### src/design/hds_pkg.sv
// Shared types and constants for the H-bridge direction sequencer.
`timescale 1ns / 1ps

package hds_pkg;

    localparam int NUM_MOTORS  = 16;
    localparam int MOTOR_SEL_W = (NUM_MOTORS > 1) ? $clog2(NUM_MOTORS) : 1;
    localparam int CFG_DATA_W  = 16;
    localparam int CFG_IDX_W   = 1;

    localparam logic [14:0] DEADBAND_RST    = 15'd328;
    localparam logic [15:0] OFF_REFRESH_RST = 16'd50;
    localparam logic [14:0] DUTY_MAX        = 15'h7FFF;

    typedef enum logic [CFG_IDX_W-1:0] {
        CFG_DEADBAND    = 1'b0,
        CFG_OFF_REFRESH = 1'b1
    } t_cfg_reg;

    typedef logic [MOTOR_SEL_W-1:0] t_motor_sel;

    typedef struct packed {
        logic [3:0]         motor_index;
        logic signed [15:0] drive_command;
        logic               enable_request;
        logic [15:0]        refresh_ms;
    } t_in_item;

    typedef struct packed {
        logic [3:0]  motor_echo;
        logic        enable_line;
        logic        low_side_one;
        logic        low_side_two;
        logic [14:0] high_one_duty;
        logic [14:0] high_two_duty;
        logic [15:0] period_ms;
        logic        fet_delay_taken;
    } t_out_item;

    // direction: 0 = high direction, 1 = low direction
    typedef struct packed {
        logic enabled;
        logic direction;
        logic first_cmd;
    } t_motor_flags;

    localparam t_motor_flags FLAGS_RST = '{enabled: 1'b0, direction: 1'b0, first_cmd: 1'b1};

endpackage

### src/design/hds_flag_bank.sv
// Per-motor flag storage: enabled, direction and first-command flags.
`timescale 1ns / 1ps

module hds_flag_bank (
    input  logic                  i_clk,
    input  logic                  i_rst_n,
    input  hds_pkg::t_motor_sel   i_rd_sel,
    output hds_pkg::t_motor_flags o_rd_flags,
    input  logic                  i_wr_en,
    input  hds_pkg::t_motor_sel   i_wr_sel,
    input  hds_pkg::t_motor_flags i_wr_flags
);

    hds_pkg::t_motor_flags r_flags [hds_pkg::NUM_MOTORS];

    always_ff @(posedge i_clk) begin
        if (!i_rst_n) begin
            for (int i = 0; i < hds_pkg::NUM_MOTORS; i++) begin
                r_flags[i] <= hds_pkg::FLAGS_RST;
            end
        end else if (i_wr_en) begin
            r_flags[i_wr_sel] <= i_wr_flags;
        end
    end

    assign o_rd_flags = r_flags[i_rd_sel];

endmodule

### src/design/hds_step.sv
// Combinational per-transaction sequencing: flag update and line/duty result.
`timescale 1ns / 1ps

module hds_step (
    input  hds_pkg::t_in_item     i_item,
    input  hds_pkg::t_motor_flags i_cur,
    input  logic [14:0]           i_deadband,
    input  logic [15:0]           i_off_refresh,
    output logic                  o_in_range,
    output hds_pkg::t_motor_flags o_nxt,
    output hds_pkg::t_out_item    o_result
);

    logic        neg;
    logic [15:0] mag_raw;
    logic [14:0] mag;
    logic        en;
    logic        fet;
    logic [14:0] duty1;
    logic [14:0] duty2;
    logic [15:0] period;
    hds_pkg::t_motor_flags nxt;

    assign neg     = i_item.drive_command[15];
    assign mag_raw = neg ? 16'(-i_item.drive_command) : 16'(i_item.drive_command);
    assign mag     = mag_raw[15] ? hds_pkg::DUTY_MAX : mag_raw[14:0];
    assign en      = i_item.enable_request;

    assign o_in_range = (32'(i_item.motor_index) < hds_pkg::NUM_MOTORS);

    always_comb begin
        nxt    = i_cur;
        fet    = 1'b0;
        duty1  = '0;
        duty2  = '0;
        period = i_off_refresh;

        if (!en && i_cur.enabled) begin
            nxt.enabled   = 1'b0;
            nxt.first_cmd = 1'b1;
            fet           = 1'b1;
        end else if (en) begin
            nxt.enabled = 1'b1;
        end

        if (en) begin
            if (mag < i_deadband) begin
                nxt.first_cmd = 1'b1;
            end else if (neg) begin
                if (i_cur.direction) begin
                    nxt.first_cmd = 1'b1;
                end else begin
                    nxt.first_cmd = 1'b0;
                    duty1         = mag;
                    period        = i_item.refresh_ms;
                end
                nxt.direction = 1'b0;
            end else begin
                if (!i_cur.direction) begin
                    nxt.first_cmd = 1'b1;
                end else begin
                    nxt.first_cmd = 1'b0;
                    duty2         = mag;
                    period        = i_item.refresh_ms;
                end
                nxt.direction = 1'b1;
            end
        end
    end

    assign o_nxt = nxt;

    always_comb begin
        o_result            = '0;
        o_result.motor_echo = i_item.motor_index;
        o_result.period_ms  = i_off_refresh;
        if (o_in_range) begin
            o_result.enable_line     = nxt.enabled;
            o_result.low_side_one    = !nxt.first_cmd && nxt.direction;
            o_result.low_side_two    = !nxt.first_cmd && !nxt.direction;
            o_result.high_one_duty   = duty1;
            o_result.high_two_duty   = duty2;
            o_result.period_ms       = period;
            o_result.fet_delay_taken = fet;
        end
    end

endmodule

### src/design/hbridge_direction_sequencer.sv
// Top level of the H-bridge direction sequencer: config, pipeline registers, flag bank.
//
//   channel   signals                                      moves
//   in        i_in_valid / o_in_stall / i_in_data          one motor command
//   out       o_out_valid / i_out_stall / o_out_data       one line/duty result
//   cfg       i_cfg_we / i_cfg_index / i_cfg_wdata         register write
//
// Each accepted transaction passes through the input register r_in and then the result register r_out;
// one transaction per cycle sustained while the output is not stalled.
// Per-motor flags are read and written in the input-register stage, so
// back-to-back commands to the same motor see each other's update.
// Synchronous active-low reset clears flags (first-command set) and config to defaults.
// Output stall backs up into o_in_stall only when both stages are full.
`timescale 1ns / 1ps

module hbridge_direction_sequencer (
    input  logic                             i_clk,
    input  logic                             i_rst_n,
    input  logic                             i_in_valid,
    output logic                             o_in_stall,
    input  hds_pkg::t_in_item                i_in_data,
    output logic                             o_out_valid,
    input  logic                             i_out_stall,
    output hds_pkg::t_out_item               o_out_data,
    input  logic                             i_cfg_we,
    input  logic [hds_pkg::CFG_IDX_W-1:0]    i_cfg_index,
    input  logic [hds_pkg::CFG_DATA_W-1:0]   i_cfg_wdata
);

    logic [14:0]           r_deadband;
    logic [15:0]           r_off_refresh;
    logic                  r_in_valid;
    hds_pkg::t_in_item     r_in;
    logic                  r_out_valid;
    hds_pkg::t_out_item    r_out;

    logic                  out_ready;
    logic                  advance;
    logic                  in_range;
    hds_pkg::t_motor_flags cur_flags;
    hds_pkg::t_motor_flags nxt_flags;
    hds_pkg::t_out_item    result;
    hds_pkg::t_motor_sel   sel;

    assign out_ready  = !r_out_valid || !i_out_stall;
    assign advance    = r_in_valid && out_ready;
    assign o_in_stall = r_in_valid && !out_ready;
    assign sel        = hds_pkg::t_motor_sel'(r_in.motor_index);

    always_ff @(posedge i_clk) begin
        if (!i_rst_n) begin
            r_deadband    <= hds_pkg::DEADBAND_RST;
            r_off_refresh <= hds_pkg::OFF_REFRESH_RST;
        end else if (i_cfg_we) begin
            unique case (hds_pkg::t_cfg_reg'(i_cfg_index))
                hds_pkg::CFG_DEADBAND:    r_deadband    <= i_cfg_wdata[14:0];
                hds_pkg::CFG_OFF_REFRESH: r_off_refresh <= i_cfg_wdata[15:0];
                default: ;
            endcase
        end
    end

    always_ff @(posedge i_clk) begin
        if (!i_rst_n) begin
            r_in_valid <= 1'b0;
        end else if (!o_in_stall) begin
            r_in_valid <= i_in_valid;
        end
    end

    always_ff @(posedge i_clk) begin
        if (i_in_valid && !o_in_stall) begin
            r_in <= i_in_data;
        end
    end

    always_ff @(posedge i_clk) begin
        if (!i_rst_n) begin
            r_out_valid <= 1'b0;
        end else if (out_ready) begin
            r_out_valid <= r_in_valid;
        end
    end

    always_ff @(posedge i_clk) begin
        if (advance) begin
            r_out <= result;
        end
    end

    hds_flag_bank u_flags (
        .i_clk      (i_clk),
        .i_rst_n    (i_rst_n),
        .i_rd_sel   (sel),
        .o_rd_flags (cur_flags),
        .i_wr_en    (advance && in_range),
        .i_wr_sel   (sel),
        .i_wr_flags (nxt_flags)
    );

    hds_step u_step (
        .i_item        (r_in),
        .i_cur         (cur_flags),
        .i_deadband    (r_deadband),
        .i_off_refresh (r_off_refresh),
        .o_in_range    (in_range),
        .o_nxt         (nxt_flags),
        .o_result      (result)
    );

    assign o_out_valid = r_out_valid;
    assign o_out_data  = r_out;

endmodule

### config.mk
export PLATFORM = sky130hd
export DESIGN_NAME = hbridge_direction_sequencer
export DESIGN_NICKNAME = d
export VERILOG_FILES = /design/src/design/hds_pkg.sv /design/src/design/hds_flag_bank.sv /design/src/design/hds_step.sv /design/src/design/hbridge_direction_sequencer.sv
export SDC_FILE = /design/constraint.sdc
export NUM_CORES = 1
export LEC_CHECK = 0
export BUFFER_PORTS_ARGS = -buffer_cell sky130_fd_sc_hd__buf_2
export CORE_ASPECT_RATIO = 1.2
export CORE_MARGIN = 2
export CORE_UTILIZATION = 30
export CTS_CLUSTER_SIZE = 12
export DETAILED_ROUTE_END_ITERATION = 8
export PLACE_DENSITY = 0.53
export SLEW_MARGIN = 20
export SYNTH_ARGS = -nofsm -noshare
export SYNTH_HDL_FRONTEND = slang
export SYNTH_HIERARCHICAL = 1
export SYNTH_SLANG_ARGS = --single-unit
export TNS_END_PERCENT = 100
### constraint.sdc
create_clock -name i_clk -period 8.1 [get_ports i_clk]
set_input_delay 1.62 -clock i_clk [delete_from_list [all_inputs] [get_ports i_clk]]
set_output_delay 1.62 -clock i_clk [all_outputs]
set_load 0.01 [all_outputs]
Word-level counts from Yosys, hierarchy flattened
Memories as Yosys holds them, arrays and structs flattened. A register that Yosys moved wholly into a read port is not among the register bits. Index checks and enable logic that the tools add are counted.

Latch bits: 0. Input port bits: 59. Output and inout port bits: 56. Bits in registers: 124. RAM bits: 48. Memories: 1. Logic and storage cells: 67. ROM bits: 0.

$mul: 0. Add/sub/neg operators: 1. Shift-type cells: 0. Divide/modulo/power cells: 0. Bitwise gates (word level): 4. Multiplexer cells: 25. Reductions and logical operators: 19. Equal/unequal tests: 0. $lt $le $gt $ge: 1.

Memory list: u_flags.r_flags (depth 16, bits a word 3, read ports 1, clocked after memory_dff 1, wr ports 16, RTL line hds_flag_bank.sv:14) `hds_pkg::t_motor_flags r_flags [hds_pkg::NUM_MOTORS];`.

Operators with widths (number): two-way mux 16 bit (6); negator 16 bit (1); < comparator 15 bit (1); two-way mux 15 bit (1); two-way mux 1 bit (13); two-way mux 4 bit (2); OR reduction 4 bit (2); logical NOT 1 bit (7); logical AND 1 bit (6); two-way mux 2 bit (2); inverter 1 bit (4); AND reduction 2 bit (2); two-way mux 3 bit (1); OR reduction 3 bit (1); logical OR 1 bit (1).

Logic depth before layout (Yosys ltp)
Depth after elaboration: 8. Gate-level depth with buffers: 15. Gate-level depth less buffers: 14.

By module
Netlist, hierarchy kept.

Modules (own cells, without submodules): hbridge_direction_sequencer (times used 1, cells each 229, sequential area each 3393.3 sq um, area each 4021.4 sq um); hds_flag_bank (times used 1, cells each 175, sequential area each 1441.4 sq um, area each 2403.6 sq um); hds_step (times used 1, cells each 247, sequential area each 0.0 sq um, area each 1571.5 sq um).

Least setup slack after synthesis
Ideal clock, no wire load.

Kind: in2reg. From: input i_out_stall. To: memory u_flags/r_flags[12][0] in the netlist's numbering (enable). Data required time: 7.796 ns. Buffers on the path: 0. Library setup time: 0.304 ns. Slack: 0.907 ns. Arrival time: 6.889 ns. Stages on the path: 5. Cells stage by stage: a21boi_0 -> and2_1 -> nand4_1 -> nor3_1 -> nand2b_1.

RTL lines: start: declaration (RTL line hbridge_direction_sequencer.sv:23) `input logic i_out_stall,`; end: declaration (RTL line hds_flag_bank.sv:14).

==> results by group <==
Outcome
  • Status: completed

Clock tree
  • CTS resizes: 0
  • Skew-Pair Late Insertion Delay: 0.43 ns
  • Hold-fix buffer count after cts: 0
  • Clock root buffer: clkbuf_16
  • Htree depth: 4
  • Clock tree from TritonCTS: yes
  • Clock Pin Slew Worst Setup and Hold Paths: 0.07 ns
  • Setup Fix Bufs, Post-CTS: 0
  • Number of CTS-inserted buffers: 17
  • CTS max path bufs: 2
  • Clock sinks: 172

Routing
  • Vias per cell: 4.783
  • Initial DRC Count: 323
  • DR vias: 5242
  • Antenna viol nets, final: 0
  • Drt drc: 0
  • DR pass1 iterations: 4
  • Post-Route WL: 19090 um
  • WL/cell: 17.42 um

Floorplan
  • Core Box Area: 26270 um2
  • DIE HEIGHT: 182.8 um
  • Num rows: 65
  • Die width: 153.0 um
  • Die area: 27980 um2
  • IO Count: 115
  • Initial Utilization: 30.44%

Timing
  • Max Fclk: 208.0 MHz
  • Final hold violation count: 0
  • Worst-Margin Slew: 0.8019 ns
  • Min cycle time layout: 4.807 ns
  • Period Utilization, post-route: 59.34%
  • RSZ-0062 raised after global routing: no
  • Final setup viols: 0
  • Max Clock Skew: 0.01481 ns
  • Slew HR: 46.54%
  • Final WS setup: 3.293 ns
  • Final Max Tran Viols: 0
  • Worst hold slack: 0.4539 ns
  • Setup TNS: 0 ns

Finish
  • Layout cells sized above 1: 24.34%
  • Final Util: 35.87%
  • Area Growth Syn to Fin: 17.84%
  • Final instance area: 9423 um2
  • Nets: 821
  • Final cell count without fillers: 1096

Global route
  • Overflow after GRT: 0
  • Gr usage total: 13.78%
  • First-pass GRT wire length: 29530 um
  • Pin count of the biggest net entering global routing: 71
  • Vias in the first global route: 5342
  • Initial antenna violation count: 1

Power
  • Sw frac: 23.77%
  • Comb power frac: 10.3%
  • Sw Pwr: 0.4970 mW
  • Tot Pwr: 2.091 mW
  • Leakage: 3.626 nW
  • P_int: 1.594 mW
  • VDD IR max: 0.1302 mV
  • Clk pwr share: 41.0%
  • Register share of total power: 48.7%
  • Power per cell area: 221.9 nW/um2

Yosys
  • Synth area leaders: edfxtp_1, dfxtp_1, nand2_1
  • Main flop type after synthesis: edfxtp_1
  • Seq/Total Area, Yosys: 60.46%
  • Top-area cell type share of the netlist area: 52.20%
  • Commonest cells in the netlist: edfxtp_1, nand2_1, nor2_1, inv_1, o21ai_0
  • EDFF count, synth: 139
  • Yosys top cell by area: edfxtp_1
  • Mapped Avg Cell Area: 12.28 um2
  • Mapped Nets: 725
  • Synth Cell Area: 7996 um2
  • Asr flop ratio synth: 0%
  • Synth warnings: 6
  • Syn Inst Count: 651
  • Count leader, synth: edfxtp_1
  • Synth unique cells: 62
  • Synth Register Bits: 172

Placement
  • Pre-CTS setup slack: 2.976 ns
  • Dpl cell area: 8803 um2
  • Cell Count Post-Placement: 1063
  • DP HPWL: 13430 um
  • GPL Wtd Cong: 0.7810
  • # port buffers: 114

Worst setup path
  • Crit path kind: flop to flop
  • CP bufs+invs: 1
  • Crit Path Max Fanout: 18
  • Arrival time worst endpoint: 5.10 ns
  • CP Cell Sequence: or4_4, or2_2, o41ai_1, o2bb2ai_1, inv_1, ha_1, a21oi_1, o21ai_0, a211o_1, o211ai_4, mux2i_2, and3_1
  • Critical-path top delay cell: mux2i_2
  • Delay-heaviest family, CP: compound AO/OA/AOI/OAI gates
  • Crit end category: flop
  • CP max stage delay: 0.71 ns
  • Startpoint types: flop
  • WP data required: 8.40 ns

Job
  • Max-cap violations: 0

Hold path
  • Worst Hold Class: flop to flop
power groups by stage:
stage | sequential (mW) | combinational, mW | clock [mW]
after floorplan | 1.04 | 0.141 | 0
after global placement | 1.04 | 0.215 | 0
after detailed placement | 1.04 | 0.217 | 0
after CTS | 1.02 | 0.218 | 0.881
after global routing | 1.02 | 0.240 | 0.914
final | 1.02 | 0.215 | 0.857
worst paths after layout:
| path | start | end | slack (ns) | cells after the start |
|---|---|---|---|---|
| hold reg to reg | r_off_refresh[15] | r_off_refresh[15] | 0.45 | 2 |
| hold / removal | r_off_refresh[15] | r_off_refresh[15] | 0.45 | 2 |
| setup / recovery | r_in[20] | u_flags/r_flags[0][1] | 3.29 | 12 |
| setup reg to reg | r_in[20] | u_flags/r_flags[0][1] | 3.29 | 12 |
cell type report:
class | count | area (um2)
clock buffers | 22 | 444.2
well taps | 335 | 419.2
repair buffers | 121 | 623.1
diodes | 1 | 2.502
inverters | 38 | 142.6
flip-flops and latches | 172 | 4835
multi-input cells | 397 | 2791
clock inverters | 10 | 165.2
fillers | 2609 | 16850
placed cells by master (no fill, tap or decap), types with 5 or more instances in the layout:
| cell type | synthesis | routed |
|---|---|---|
| o22ai_1 | 7 | 7 |
| nor2_1 | 55 | 55 |
| nand2_1 | 72 | 72 |
| xnor2_1 | 8 | 8 |
| buf_4 | 8 | 7 |
| buf_2 | 10 | 114 |
| dfxtp_1 | 33 | 33 |
| nand2b_1 | 11 | 11 |
| edfxtp_1 | 139 | 139 |
| ha_1 | 15 | 15 |
| nor3_1 | 6 | 6 |
| o21ai_0 | 34 | 34 |
| mux4_1 | 8 | 8 |
| inv_1 | 38 | 38 |
| a21oi_1 | 11 | 10 |
| clkbuf_16 | 0 | 17 |
| nor2b_1 | 8 | 7 |
| mux2i_1 | 22 | 21 |
| and2_1 | 32 | 32 |
| o22ai_2 | 10 | 10 |
| nand4_1 | 6 | 6 |
| nand3_1 | 10 | 10 |
| or3_1 | 14 | 14 |
| o211ai_1 | 6 | 6 |
| clkbuf_1 | 20 | 5 |
metal layers:
layer  vias up  track usage (%)  wire [um]  part of all wire, %
li1       2546                -          -                    -
met1      2578            15.55       7600                   40
met2        99            25.41      10500                   55
met3        19            2.883        595                  3.1
met4         0            5.296        394                  2.1
met5         -                0          0                    0
logic make-up (layout without fill, tap and decap cells):
logic type                 Yosys count  after routing  share of synthesized area (%)
muxes                               35             35                          6.650
DFF                                172            172                          60.46
buffers and inverters               82            191                          4.960
xor gates and xnor gates             8              8                         0.8763
AOI/OAI and AO/OA                   99             99                          9.404
other                                1              2                        0.04690
and+or+nand+nor                    239            239                          15.26
adders and majority gates           15             15                          2.347
state kept, by name (all words and copies together), names as in the netlist:
signal / cells
o_out_data: 54
u_flags/r_flags: 48
r_in: 33
r_off_refresh: 16
r_deadband: 15
sel: 4
o_out_valid: 1
r_in_valid: 1
worst min-delay path: cells and delay by family, from the launching register on:
| kind | cells | cell delay (ns) |
|---|---|---|
| AO/OA/AOI/OAI | 1 | 0.05 |
| AND/OR/NAND/NOR | 1 | 0.05 |
| flip-flops | 1 | 0.31 |
Power figures use the tool's default switching activity.
